### config.mk
export PLATFORM = sky130hd
export DESIGN_NAME = imu_complementary_filter
export DESIGN_NICKNAME = d
export VERILOG_FILES = /design/src/hw/rtl/imucf_pkg.sv /design/src/hw/rtl/imucf_cordic.sv /design/src/hw/rtl/imu_complementary_filter.sv
export SDC_FILE = /design/constraint.sdc
export NUM_CORES = 2
export LEC_CHECK = 0
export ABC_CLOCK_PERIOD_IN_PS = 9900
export BUFFER_PORTS_ARGS = -buffer_cell sky130_fd_sc_hd__buf_2
export CORE_UTILIZATION = 35
export CTS_BUF_LIST = sky130_fd_sc_hd__clkbuf_4
export DETAILED_ROUTE_END_ITERATION = 10
export REMOVE_ABC_BUFFERS = 1
export SLEW_MARGIN = 20
export SYNTH_ARGS = -nofsm -noshare
export SYNTH_HDL_FRONTEND = slang
export SYNTH_SLANG_ARGS = --single-unit
### constraint.sdc
create_clock -name clk_i -period 9.9 [get_ports clk_i]
set_input_delay 1.98 -clock clk_i [delete_from_list [all_inputs] [get_ports clk_i]]
set_output_delay 1.98 -clock clk_i [all_outputs]
set_load 0.005 [all_outputs]
### src/hw/rtl/imucf_pkg.sv
`default_nettype none

package imucf_pkg;

  // Configuration register indexes
  localparam logic [2:0] REG_GYRO_GAIN   = 3'd0;
  localparam logic [2:0] REG_MAG_LOW     = 3'd1;
  localparam logic [2:0] REG_MAG_HIGH    = 3'd2;
  localparam logic [2:0] REG_KEEP_WEIGHT = 3'd3;

  localparam int unsigned CFG_IDX_W  = 3;
  localparam int unsigned CFG_DATA_W = 17;

  localparam logic [15:0] GYRO_GAIN_RST   = 16'd1281;
  localparam logic [16:0] MAG_LOW_RST     = 17'd8192;
  localparam logic [16:0] MAG_HIGH_RST    = 17'd32768;
  localparam logic [16:0] KEEP_WEIGHT_RST = 17'd64225;
  localparam logic [16:0] WEIGHT_ONE      = 17'd65536;

  localparam int unsigned CORDIC_STEPS_DEF    = 16;
  localparam int unsigned ANGLE_FRAC_BITS_DEF = 16;

  // Fraction bits of the arctangent table and CORDIC angle accumulator
  localparam int unsigned TABLE_FRAC = 24;
  localparam int unsigned STEP_IDX_W = 5;
  localparam int unsigned XY_W       = 44;
  localparam int unsigned Z_W        = 35;
  localparam int unsigned TILT_W     = 33;

  localparam logic signed [Z_W-1:0] DEG180_Q24 = 35'sd3019898880;

  // atan(2^-i) in degrees, Q.24
  function automatic logic [29:0] atan_q24(input logic [STEP_IDX_W-1:0] idx);
    logic [29:0] r;
    case (idx)
      5'd0:    r = 30'd754974720;
      5'd1:    r = 30'd445687602;
      5'd2:    r = 30'd235489088;
      5'd3:    r = 30'd119537938;
      5'd4:    r = 30'd60000934;
      5'd5:    r = 30'd30029717;
      5'd6:    r = 30'd15018523;
      5'd7:    r = 30'd7509720;
      5'd8:    r = 30'd3754917;
      5'd9:    r = 30'd1877466;
      5'd10:   r = 30'd938734;
      5'd11:   r = 30'd469367;
      5'd12:   r = 30'd234684;
      5'd13:   r = 30'd117342;
      5'd14:   r = 30'd58671;
      5'd15:   r = 30'd29335;
      5'd16:   r = 30'd14668;
      5'd17:   r = 30'd7334;
      5'd18:   r = 30'd3667;
      5'd19:   r = 30'd1833;
      5'd20:   r = 30'd917;
      5'd21:   r = 30'd458;
      5'd22:   r = 30'd229;
      5'd23:   r = 30'd115;
      default: r = 30'd0;
    endcase
    return r;
  endfunction

  function automatic logic signed [31:0] sat32(input logic signed [34:0] v);
    logic signed [31:0] r;
    if (v > 35'sd2147483647) begin
      r = 32'sh7fffffff;
    end else if (v < -35'sd2147483648) begin
      r = 32'sh80000000;
    end else begin
      r = v[31:0];
    end
    return r;
  endfunction

endpackage

`default_nettype wire

### src/hw/rtl/imucf_cordic.sv
`default_nettype none

module imucf_cordic #(
  parameter int unsigned CORDIC_STEPS    = imucf_pkg::CORDIC_STEPS_DEF,
  parameter int unsigned ANGLE_FRAC_BITS = imucf_pkg::ANGLE_FRAC_BITS_DEF
) (
  input  wire logic                                clk_i,
  input  wire logic                                rst_ni,
  input  wire logic                                start_i,
  input  wire logic signed [15:0]                  y_i,
  input  wire logic signed [15:0]                  x_i,
  output logic                                     done_o,
  output logic signed [imucf_pkg::TILT_W-1:0]      tilt_o
);

  localparam int unsigned SH = imucf_pkg::TABLE_FRAC - ANGLE_FRAC_BITS;
  localparam logic signed [imucf_pkg::Z_W-1:0] HALF = imucf_pkg::Z_W'(1) <<< (SH - 1);
  localparam logic [imucf_pkg::STEP_IDX_W-1:0] LAST =
    imucf_pkg::STEP_IDX_W'(CORDIC_STEPS - 1);

  logic signed [imucf_pkg::XY_W-1:0] x_q, x_d, y_q, y_d;
  logic signed [imucf_pkg::Z_W-1:0]  z_q, z_d;
  logic [imucf_pkg::STEP_IDX_W-1:0]  cnt_q, cnt_d;
  logic                              busy_q, busy_d, done_q, done_d;

  logic signed [16:0]                 x17, y17, xa, ya;
  logic signed [imucf_pkg::XY_W-1:0] xs, ys;
  logic signed [imucf_pkg::Z_W-1:0]  step_ang, zr, zsh;

  assign x17 = {x_i[15], x_i};
  assign y17 = {y_i[15], y_i};
  assign xa  = x17[16] ? -x17 : x17;
  assign ya  = x17[16] ? -y17 : y17;

  assign xs       = x_q >>> cnt_q;
  assign ys       = y_q >>> cnt_q;
  assign step_ang = $signed({5'd0, imucf_pkg::atan_q24(cnt_q)});

  always_comb begin
    x_d    = x_q;
    y_d    = y_q;
    z_d    = z_q;
    cnt_d  = cnt_q;
    busy_d = busy_q;
    done_d = 1'b0;
    if (start_i && !busy_q) begin
      // Fold the left half plane onto the right, starting at +/-180 degrees
      x_d    = {{3{xa[16]}}, xa, 24'd0};
      y_d    = {{3{ya[16]}}, ya, 24'd0};
      if (x17[16]) begin
        z_d = y17[16] ? -imucf_pkg::DEG180_Q24 : imucf_pkg::DEG180_Q24;
      end else begin
        z_d = '0;
      end
      cnt_d  = '0;
      busy_d = 1'b1;
    end else if (busy_q) begin
      if (!y_q[imucf_pkg::XY_W-1]) begin
        x_d = x_q + ys;
        y_d = y_q - xs;
        z_d = z_q + step_ang;
      end else begin
        x_d = x_q - ys;
        y_d = y_q + xs;
        z_d = z_q - step_ang;
      end
      cnt_d = cnt_q + 1'b1;
      if (cnt_q == LAST) begin
        busy_d = 1'b0;
        done_d = 1'b1;
      end
    end
  end

  always_ff @(posedge clk_i or negedge rst_ni) begin
    if (!rst_ni) begin
      busy_q <= 1'b0;
      done_q <= 1'b0;
      cnt_q  <= '0;
    end else begin
      busy_q <= busy_d;
      done_q <= done_d;
      cnt_q  <= cnt_d;
    end
  end

  always_ff @(posedge clk_i) begin
    x_q <= x_d;
    y_q <= y_d;
    z_q <= z_d;
  end

  assign zr     = z_q + HALF;
  assign zsh    = zr >>> SH;
  assign tilt_o = zsh[imucf_pkg::TILT_W-1:0];
  assign done_o = done_q;

endmodule

`default_nettype wire

### src/hw/rtl/imu_complementary_filter.sv
`default_nettype none
// Path: S_GX, S_GY and S_RL add the gyro terms; when the accelerometer blend applies,
// S_CORD, S_B1, S_B2 and S_B3 run for pitch and then roll, and S_DONE hands off the result.
// Throughput: one sample at a time; the input stalls until the result is handed off, with
// the roll arctangent overlapping the pitch blend on the shared multiplier.
// Reset: angles clear to zero, registers take their default values, no result pending.

module imu_complementary_filter #(
  parameter int unsigned CORDIC_STEPS    = imucf_pkg::CORDIC_STEPS_DEF,
  parameter int unsigned ANGLE_FRAC_BITS = imucf_pkg::ANGLE_FRAC_BITS_DEF
) (
  input  wire logic                                 clk_i,
  input  wire logic                                 rst_ni,
  input  wire logic                                 cfg_we_i,
  input  wire logic [imucf_pkg::CFG_IDX_W-1:0]      cfg_idx_i,
  input  wire logic [imucf_pkg::CFG_DATA_W-1:0]     cfg_wdata_i,
  input  wire logic                                 in_valid_i,
  output logic                                      in_stall_o,
  input  wire logic signed [15:0]                   acc_x_i,
  input  wire logic signed [15:0]                   acc_y_i,
  input  wire logic signed [15:0]                   acc_z_i,
  input  wire logic signed [15:0]                   gyro_x_i,
  input  wire logic signed [15:0]                   gyro_y_i,
  output logic                                      out_valid_o,
  input  wire logic                                 out_stall_i,
  output logic signed [31:0]                        pitch_out_o,
  output logic signed [31:0]                        roll_out_o,
  output logic                                      accel_applied_o
);

  localparam int unsigned SH = imucf_pkg::TABLE_FRAC - ANGLE_FRAC_BITS;
  localparam logic signed [33:0] GHALF = 34'sd1 <<< (SH - 1);

  localparam logic [3:0] S_IDLE = 4'd0;
  localparam logic [3:0] S_GX   = 4'd1;
  localparam logic [3:0] S_GY   = 4'd2;
  localparam logic [3:0] S_RL   = 4'd3;
  localparam logic [3:0] S_CORD = 4'd4;
  localparam logic [3:0] S_B1   = 4'd5;
  localparam logic [3:0] S_B2   = 4'd6;
  localparam logic [3:0] S_B3   = 4'd7;
  localparam logic [3:0] S_DONE = 4'd8;

  logic [3:0] state_q, state_d;

  logic [15:0] gain_q;
  logic [16:0] mag_lo_q, mag_hi_q, keep_q;

  logic signed [15:0] ax_q, ay_q, az_q, gx_q, gy_q;
  logic signed [15:0] ax_d, ay_d, az_d, gx_d, gy_d;
  logic signed [31:0] pitch_q, pitch_d, roll_q, roll_d;
  logic               apply_q, apply_d, sel_q, sel_d;
  logic signed [imucf_pkg::TILT_W-1:0] tilt_q, tilt_d;
  logic signed [50:0] prod_q, acc_q, acc_d;

  logic signed [31:0] out_pitch_q, out_pitch_d, out_roll_q, out_roll_d;
  logic               out_app_q, out_app_d, out_valid_q, out_valid_d;

  // Shared multiplier
  logic signed [32:0] mul_a;
  logic signed [17:0] mul_b;
  logic signed [50:0] mul_p;

  logic        in_acc, cord_start, cord_done;
  logic signed [15:0] cord_y;
  logic signed [imucf_pkg::TILT_W-1:0] cord_tilt;

  logic [16:0] abs_x, abs_y, abs_z, mag;
  logic        in_window;
  logic [16:0] keep_c, weight_c;
  logic signed [33:0] gsum, gdelta;
  logic signed [31:0] ang_sel;
  logic signed [50:0] bsum, bsh;

  assign in_acc = in_valid_i && !in_stall_o;

  always_ff @(posedge clk_i or negedge rst_ni) begin
    if (!rst_ni) begin
      gain_q   <= imucf_pkg::GYRO_GAIN_RST;
      mag_lo_q <= imucf_pkg::MAG_LOW_RST;
      mag_hi_q <= imucf_pkg::MAG_HIGH_RST;
      keep_q   <= imucf_pkg::KEEP_WEIGHT_RST;
    end else if (cfg_we_i) begin
      case (cfg_idx_i)
        imucf_pkg::REG_GYRO_GAIN:   gain_q   <= cfg_wdata_i[15:0];
        imucf_pkg::REG_MAG_LOW:     mag_lo_q <= cfg_wdata_i;
        imucf_pkg::REG_MAG_HIGH:    mag_hi_q <= cfg_wdata_i;
        imucf_pkg::REG_KEEP_WEIGHT: keep_q   <= cfg_wdata_i;
        default: ;
      endcase
    end
  end

  assign abs_x = ax_q[15] ? 17'(-$signed({ax_q[15], ax_q})) : {1'b0, ax_q};
  assign abs_y = ay_q[15] ? 17'(-$signed({ay_q[15], ay_q})) : {1'b0, ay_q};
  assign abs_z = az_q[15] ? 17'(-$signed({az_q[15], az_q})) : {1'b0, az_q};
  assign mag       = abs_x + abs_y + abs_z;
  assign in_window = (mag > mag_lo_q) && (mag < mag_hi_q);

  assign keep_c   = (keep_q > imucf_pkg::WEIGHT_ONE) ? imucf_pkg::WEIGHT_ONE : keep_q;
  assign weight_c = imucf_pkg::WEIGHT_ONE - keep_c;

  // Round the Q.24 gyro product down to the angle format
  assign gsum   = $signed(prod_q[33:0]) + GHALF;
  assign gdelta = gsum >>> SH;

  assign ang_sel = sel_q ? roll_q : pitch_q;

  assign bsum = acc_q + prod_q + 51'sd32768;
  assign bsh  = bsum >>> 16;

  always_comb begin
    mul_a = {gx_q[15], {16{gx_q[15]}}, gx_q};
    mul_b = $signed({2'b00, gain_q});
    case (state_q)
      S_GY: begin
        mul_a = {gy_q[15], {16{gy_q[15]}}, gy_q};
      end
      S_B1: begin
        mul_a = {ang_sel[31], ang_sel};
        mul_b = $signed({1'b0, keep_c});
      end
      S_B2: begin
        mul_a = tilt_q;
        mul_b = $signed({1'b0, weight_c});
      end
      default: ;
    endcase
  end

  assign mul_p = mul_a * mul_b;

  // Pitch tilt uses atan2(ay, az), roll tilt atan2(ax, az)
  assign cord_y = (state_q == S_CORD) ? ax_q : ay_q;

  imucf_cordic #(
    .CORDIC_STEPS    (CORDIC_STEPS),
    .ANGLE_FRAC_BITS (ANGLE_FRAC_BITS)
  ) u_cordic (
    .clk_i   (clk_i),
    .rst_ni  (rst_ni),
    .start_i (cord_start),
    .y_i     (cord_y),
    .x_i     (az_q),
    .done_o  (cord_done),
    .tilt_o  (cord_tilt)
  );

  always_comb begin
    state_d     = state_q;
    ax_d        = ax_q;
    ay_d        = ay_q;
    az_d        = az_q;
    gx_d        = gx_q;
    gy_d        = gy_q;
    pitch_d     = pitch_q;
    roll_d      = roll_q;
    apply_d     = apply_q;
    sel_d       = sel_q;
    tilt_d      = tilt_q;
    acc_d       = acc_q;
    cord_start  = 1'b0;
    out_pitch_d = out_pitch_q;
    out_roll_d  = out_roll_q;
    out_app_d   = out_app_q;
    out_valid_d = out_valid_q && out_stall_i;
    case (state_q)
      S_IDLE: begin
        if (in_acc) begin
          ax_d    = acc_x_i;
          ay_d    = acc_y_i;
          az_d    = acc_z_i;
          gx_d    = gyro_x_i;
          gy_d    = gyro_y_i;
          state_d = S_GX;
        end
      end
      S_GX: begin
        state_d = S_GY;
      end
      S_GY: begin
        pitch_d = imucf_pkg::sat32({{3{pitch_q[31]}}, pitch_q} + {gdelta[33], gdelta});
        apply_d = in_window;
        state_d = S_RL;
      end
      S_RL: begin
        roll_d = imucf_pkg::sat32({{3{roll_q[31]}}, roll_q} - {gdelta[33], gdelta});
        sel_d  = 1'b0;
        if (apply_q) begin
          cord_start = 1'b1;
          state_d    = S_CORD;
        end else begin
          state_d = S_DONE;
        end
      end
      S_CORD: begin
        if (cord_done) begin
          tilt_d = cord_tilt;
          // Start the roll arctangent behind the pitch blend
          cord_start = !sel_q;
          state_d    = S_B1;
        end
      end
      S_B1: begin
        state_d = S_B2;
      end
      S_B2: begin
        acc_d   = prod_q;
        state_d = S_B3;
      end
      S_B3: begin
        if (sel_q) begin
          roll_d  = imucf_pkg::sat32(bsh[34:0]);
          state_d = S_DONE;
        end else begin
          pitch_d = imucf_pkg::sat32(bsh[34:0]);
          sel_d   = 1'b1;
          state_d = S_CORD;
        end
      end
      S_DONE: begin
        // Hold until the output register is free
        if (!out_valid_q || !out_stall_i) begin
          out_pitch_d = pitch_q;
          out_roll_d  = roll_q;
          out_app_d   = apply_q;
          out_valid_d = 1'b1;
          state_d     = S_IDLE;
        end
      end
      default: begin
        state_d = S_IDLE;
      end
    endcase
  end

  always_ff @(posedge clk_i or negedge rst_ni) begin
    if (!rst_ni) begin
      state_q     <= S_IDLE;
      pitch_q     <= '0;
      roll_q      <= '0;
      out_valid_q <= 1'b0;
      apply_q     <= 1'b0;
      sel_q       <= 1'b0;
    end else begin
      state_q     <= state_d;
      pitch_q     <= pitch_d;
      roll_q      <= roll_d;
      out_valid_q <= out_valid_d;
      apply_q     <= apply_d;
      sel_q       <= sel_d;
    end
  end

  always_ff @(posedge clk_i) begin
    ax_q        <= ax_d;
    ay_q        <= ay_d;
    az_q        <= az_d;
    gx_q        <= gx_d;
    gy_q        <= gy_d;
    tilt_q      <= tilt_d;
    acc_q       <= acc_d;
    prod_q      <= mul_p;
    out_pitch_q <= out_pitch_d;
    out_roll_q  <= out_roll_d;
    out_app_q   <= out_app_d;
  end

  assign in_stall_o      = (state_q != S_IDLE);
  assign out_valid_o     = out_valid_q;
  assign pitch_out_o     = out_pitch_q;
  assign roll_out_o      = out_roll_q;
  assign accel_applied_o = out_app_q;

  a_accept_busy : assert property (@(posedge clk_i) disable iff (!rst_ni)
    in_valid_i && !in_stall_o |=> in_stall_o)
    else $error("block idle right after taking a sample");

  a_cordic_waited : assert property (@(posedge clk_i) disable iff (!rst_ni)
    cord_done |-> state_q == S_CORD)
    else $error("arctangent finished outside its wait state");

  a_result_source : assert property (@(posedge clk_i) disable iff (!rst_ni)
    $rose(out_valid_o) |-> $past(state_q) == S_DONE)
    else $error("result beat raised outside the finish state");

  a_applied_window : assert property (@(posedge clk_i) disable iff (!rst_ni)
    state_q == S_CORD |-> apply_q)
    else $error("tilt computed without a blend pending");

endmodule

`default_nettype wire
==> impl_metrics.tcl <==
set metrics [dict create \
    cts.sinks 542 \
    core_um2 184000 \
    finalCritPeriodShare_pct 93.8 \
    multiInputGateArea_um2 45900 \
    antenna_found_initial 20 \
    ys_types 112 \
    fp.dieArea_um2 188000 \
    worst-path-max-fanout 29 \
    hold_slack_ns 0.440 \
    arrival_ns 10.25 \
    clockBufferDepth 3 \
    yosys.area.top_type "fa_1" \
    grt_use_met1_pct 27.9 \
    place_ws_ns 0.563 \
    rsz0062_at_grt "false" \
    clk_latency_ns 1.17 \
    seqCellArea_um2 14600 \
    hold_viol_final 0 \
    tritoncts "built" \
    fillers 18800 \
    synth_edf_count 298 \
    syn_avg_cell_area_um2 8.98 \
    grt_max_degree 122 \
    gp_congestion 0.986 \
    core.rowCount 157 \
    startpoint_type "flop" \
    viasPerCell 5.57 \
    finalSetupViolations 0 \
    criticalPathCategory "reg2reg" \
    status "finished, final reports clean" \
    max_cap_violations 0 \
    drt-initial-drc-count 4754 \
    max_freq_mhz 108 \
    async_reset_ff_share_pct 26.8 \
    cpPeakStageDelay_ns 0.78 \
    cp-startpoint "state_q[1]" \
    worst_pin_slew_ns 1.23 \
    slew_viol_final 0 \
    synth_top_area_share_pct 16.8 \
    antenna_left 0 \
    grt_usage_pct 22.8 \
    die_h_um 433 \
    min_path_type "reg2reg" \
    synth_area_leaders "fa_1, edfxtp_1, ha_1" \
    die_w_um 433 \
    required_ns 10.86 \
    grt_overflow 0 \
    drc_errors 0 \
    syn_inst 7243 \
    drt-total-wl_um 217000 \
    use_met2_pct 38.9 \
    busiest_layer "met2" \
    grt_pass1_wl_um 331000 \
    reg2reg_from "state_q[1]" \
    drt_pass1_iterations 7 \
    cts_resized 0 \
    postCtsSetupRepairBufs 0 \
    cts_made_buffers 158 \
    dp_hpwl_um 172000 \
    crit_top_cell "fa_1" \
    ys.flop_type "edfxtp_1" \
    io_buffer_count 171 \
    skew_ns 0.102 \
    vias 55500 \
    finalSetupTns_ns 0 \
    min_period_ns 9.29 \
    min_delay_path_depth 0 \
    first_global_vias 55600 \
    wl_per_cell_um 21.7 \
    slew-limit-headroom_pct 18.0 \
    grt_use_met3_pct 4.30 \
    ctsRootBufferMaster "clkbuf_4" \
    area_growth_pct 8.71 \
    cts_htree_levels 4 \
    finalWorstSetupSlack_ns 0.615 \
    yosys_register_bits 542 \
    cpMaxStageDelayCell "nor2_2" \
    r2r_cells 28 \
    seq_area_frac_synth_pct 22.4 \
    ys_warn_count 0 \
    min-delay-start "prod_q[0]" \
    io_pins 172 \
    start_util_pct 35.4 \
    nNetsFinal 8484 \
    syn_area_um2 65100 \
    endpoint_kind "flop" \
    hold_buffers 0 \
    cts.reportedPaths.clkPinSlew_ns 0.07 \
    drive_gt1_share_pct 11.2 \
]
cells in the final DEF, fill, tap and decap left out, types with 35 or more instances in the layout:
cell type  Yosys  routed
o22ai_1       73      73
a21o_1       215     215
a211oi_1      83      83
nand2b_1      74      74
xnor2_1      279     279
and2_1        52      52
buf_2         22     170
xor2_1       179     179
or3_1         35      35
o21ai_0      346     346
inv_1        830     827
mux2_2        91      91
mux2i_1      111     109
nor3_1        79      75
edfxtp_1     298     298
nand4_1       55      55
dfxtp_1       99      99
o31ai_1       43      43
mux4_2        72      72
a31oi_1       74      74
nand2_1      810     809
o21a_1        40      40
o21bai_1      46      46
clkinv_1       5      44
nor2_1       494     490
buf_4         11     127
nor2b_1      154     154
nand3_1      110     110
clkbuf_4       2     222
fa_1         547     547
a21oi_1      437     435
dfrtp_1      130     123
and3_1        64      63
ha_1         467     467
o211ai_1      55      55
kinds of logic after synthesis:
group,Yosys count,synth area share [%]
XOR/XNOR,458,6.17
flip-flops,542,22.4
adder cells (fa/ha/maj),1014,25.8
buffers and inverters,1176,7.30
AND/OR/NAND/NOR,2034,14.5
AO/OA/AOI/OAI,1722,17.2
multiplexers,297,6.60
worst paths after layout:
| kind | end | slack [ns] |
|---|---|---|
| worst min register to register | acc_q[0] | 0.44 |
| worst max-delay path | prod_q[49] | 0.61 |
| min in group asynchronous | roll_q[31] | 0.83 |
| worst min-delay path | acc_q[0] | 0.44 |
| max in group asynchronous | sel_q | 7.56 |
| worst max register to register | prod_q[49] | 0.61 |
state kept, by name (all words and copies together), names as in the netlist, 4 cells and up:
name and count:
gy_q 16, az_q 16, roll_q 32, gain_q 16, u_cordic.x_q 44, pitch_q 32
tilt_q 27, u_cordic.z_q 35, prod_q 51, gx_q 16, mag_lo_q 17, pitch_out_o 32
state_q 4, roll_out_o 32, keep_q 17, ay_q 16, u_cordic.y_q 44, ax_q 16
acc_q 51, mag_hi_q 17, u_cordic.cnt_q 5
critical path, delay by kind of cell, from the launching register on:
family / cells / cell delay, ns
AOI/OAI and AO/OA: 6 / 2.01
buffers and inverters: 5 / 0.97
and+or+nand+nor: 9 / 2.01
DFF: 1 / 0.49
adders and majority gates: 7 / 3.48
xor gates and xnor gates: 1 / 0.14
cells in the mapped netlist, types with 40 or more instances:
| master | count |
|---|---|
| a21oi_1 | 437 |
| a211oi_1 | 83 |
| nor2b_1 | 154 |
| o21ai_0 | 346 |
| nand4_1 | 55 |
| fa_1 | 547 |
| edfxtp_1 | 298 |
| xnor2_1 | 279 |
| nand3_1 | 110 |
| mux2i_1 | 111 |
| nand2_1 | 810 |
| dfrtp_1 | 130 |
| and3_1 | 64 |
| clkbuf_1 | 264 |
| o21a_1 | 40 |
| inv_1 | 830 |
| ha_1 | 467 |
| o211ai_1 | 55 |
| o22ai_1 | 73 |
| o31ai_1 | 43 |
| xor2_1 | 179 |
| a21o_1 | 215 |
| nor3_1 | 79 |
| mux2_2 | 91 |
| nor2_1 | 494 |
| o21bai_1 | 46 |
| dfxtp_1 | 99 |
| mux4_2 | 72 |
| nand2b_1 | 74 |
| and2_1 | 52 |
| a31oi_1 | 74 |
stage by stage:
step                      cells  area (um2)  util [%]
final                      9963       70700      38.5
after global routing       9963       70700      38.5
after CTS                  9959       70700      38.5
after detailed placement   9668       68600      37.3
after global placement     9668       68600      37.3
after floorplan            6902       63400         -
routing by layer:
layer  vias up  routed length (um)
li1      25500                   -
met1     27400               87000
met2      2112              105000
met3       488               14200
met4        14               10200
met5         -                  90
cell type report:
type,instances,area share (%)
timing repair buffer,303,2.70
inverter,835,4.43
antenna,3,0.0106
multi-input combinational,5525,64.9
clock inverter,69,0.596
clock buffer,222,2.36
tap,2464,4.36
sequential,542,20.6
Power is not shown: default switching activity piles up to over one toggle a cycle in this logic, so the estimate is an artifact.
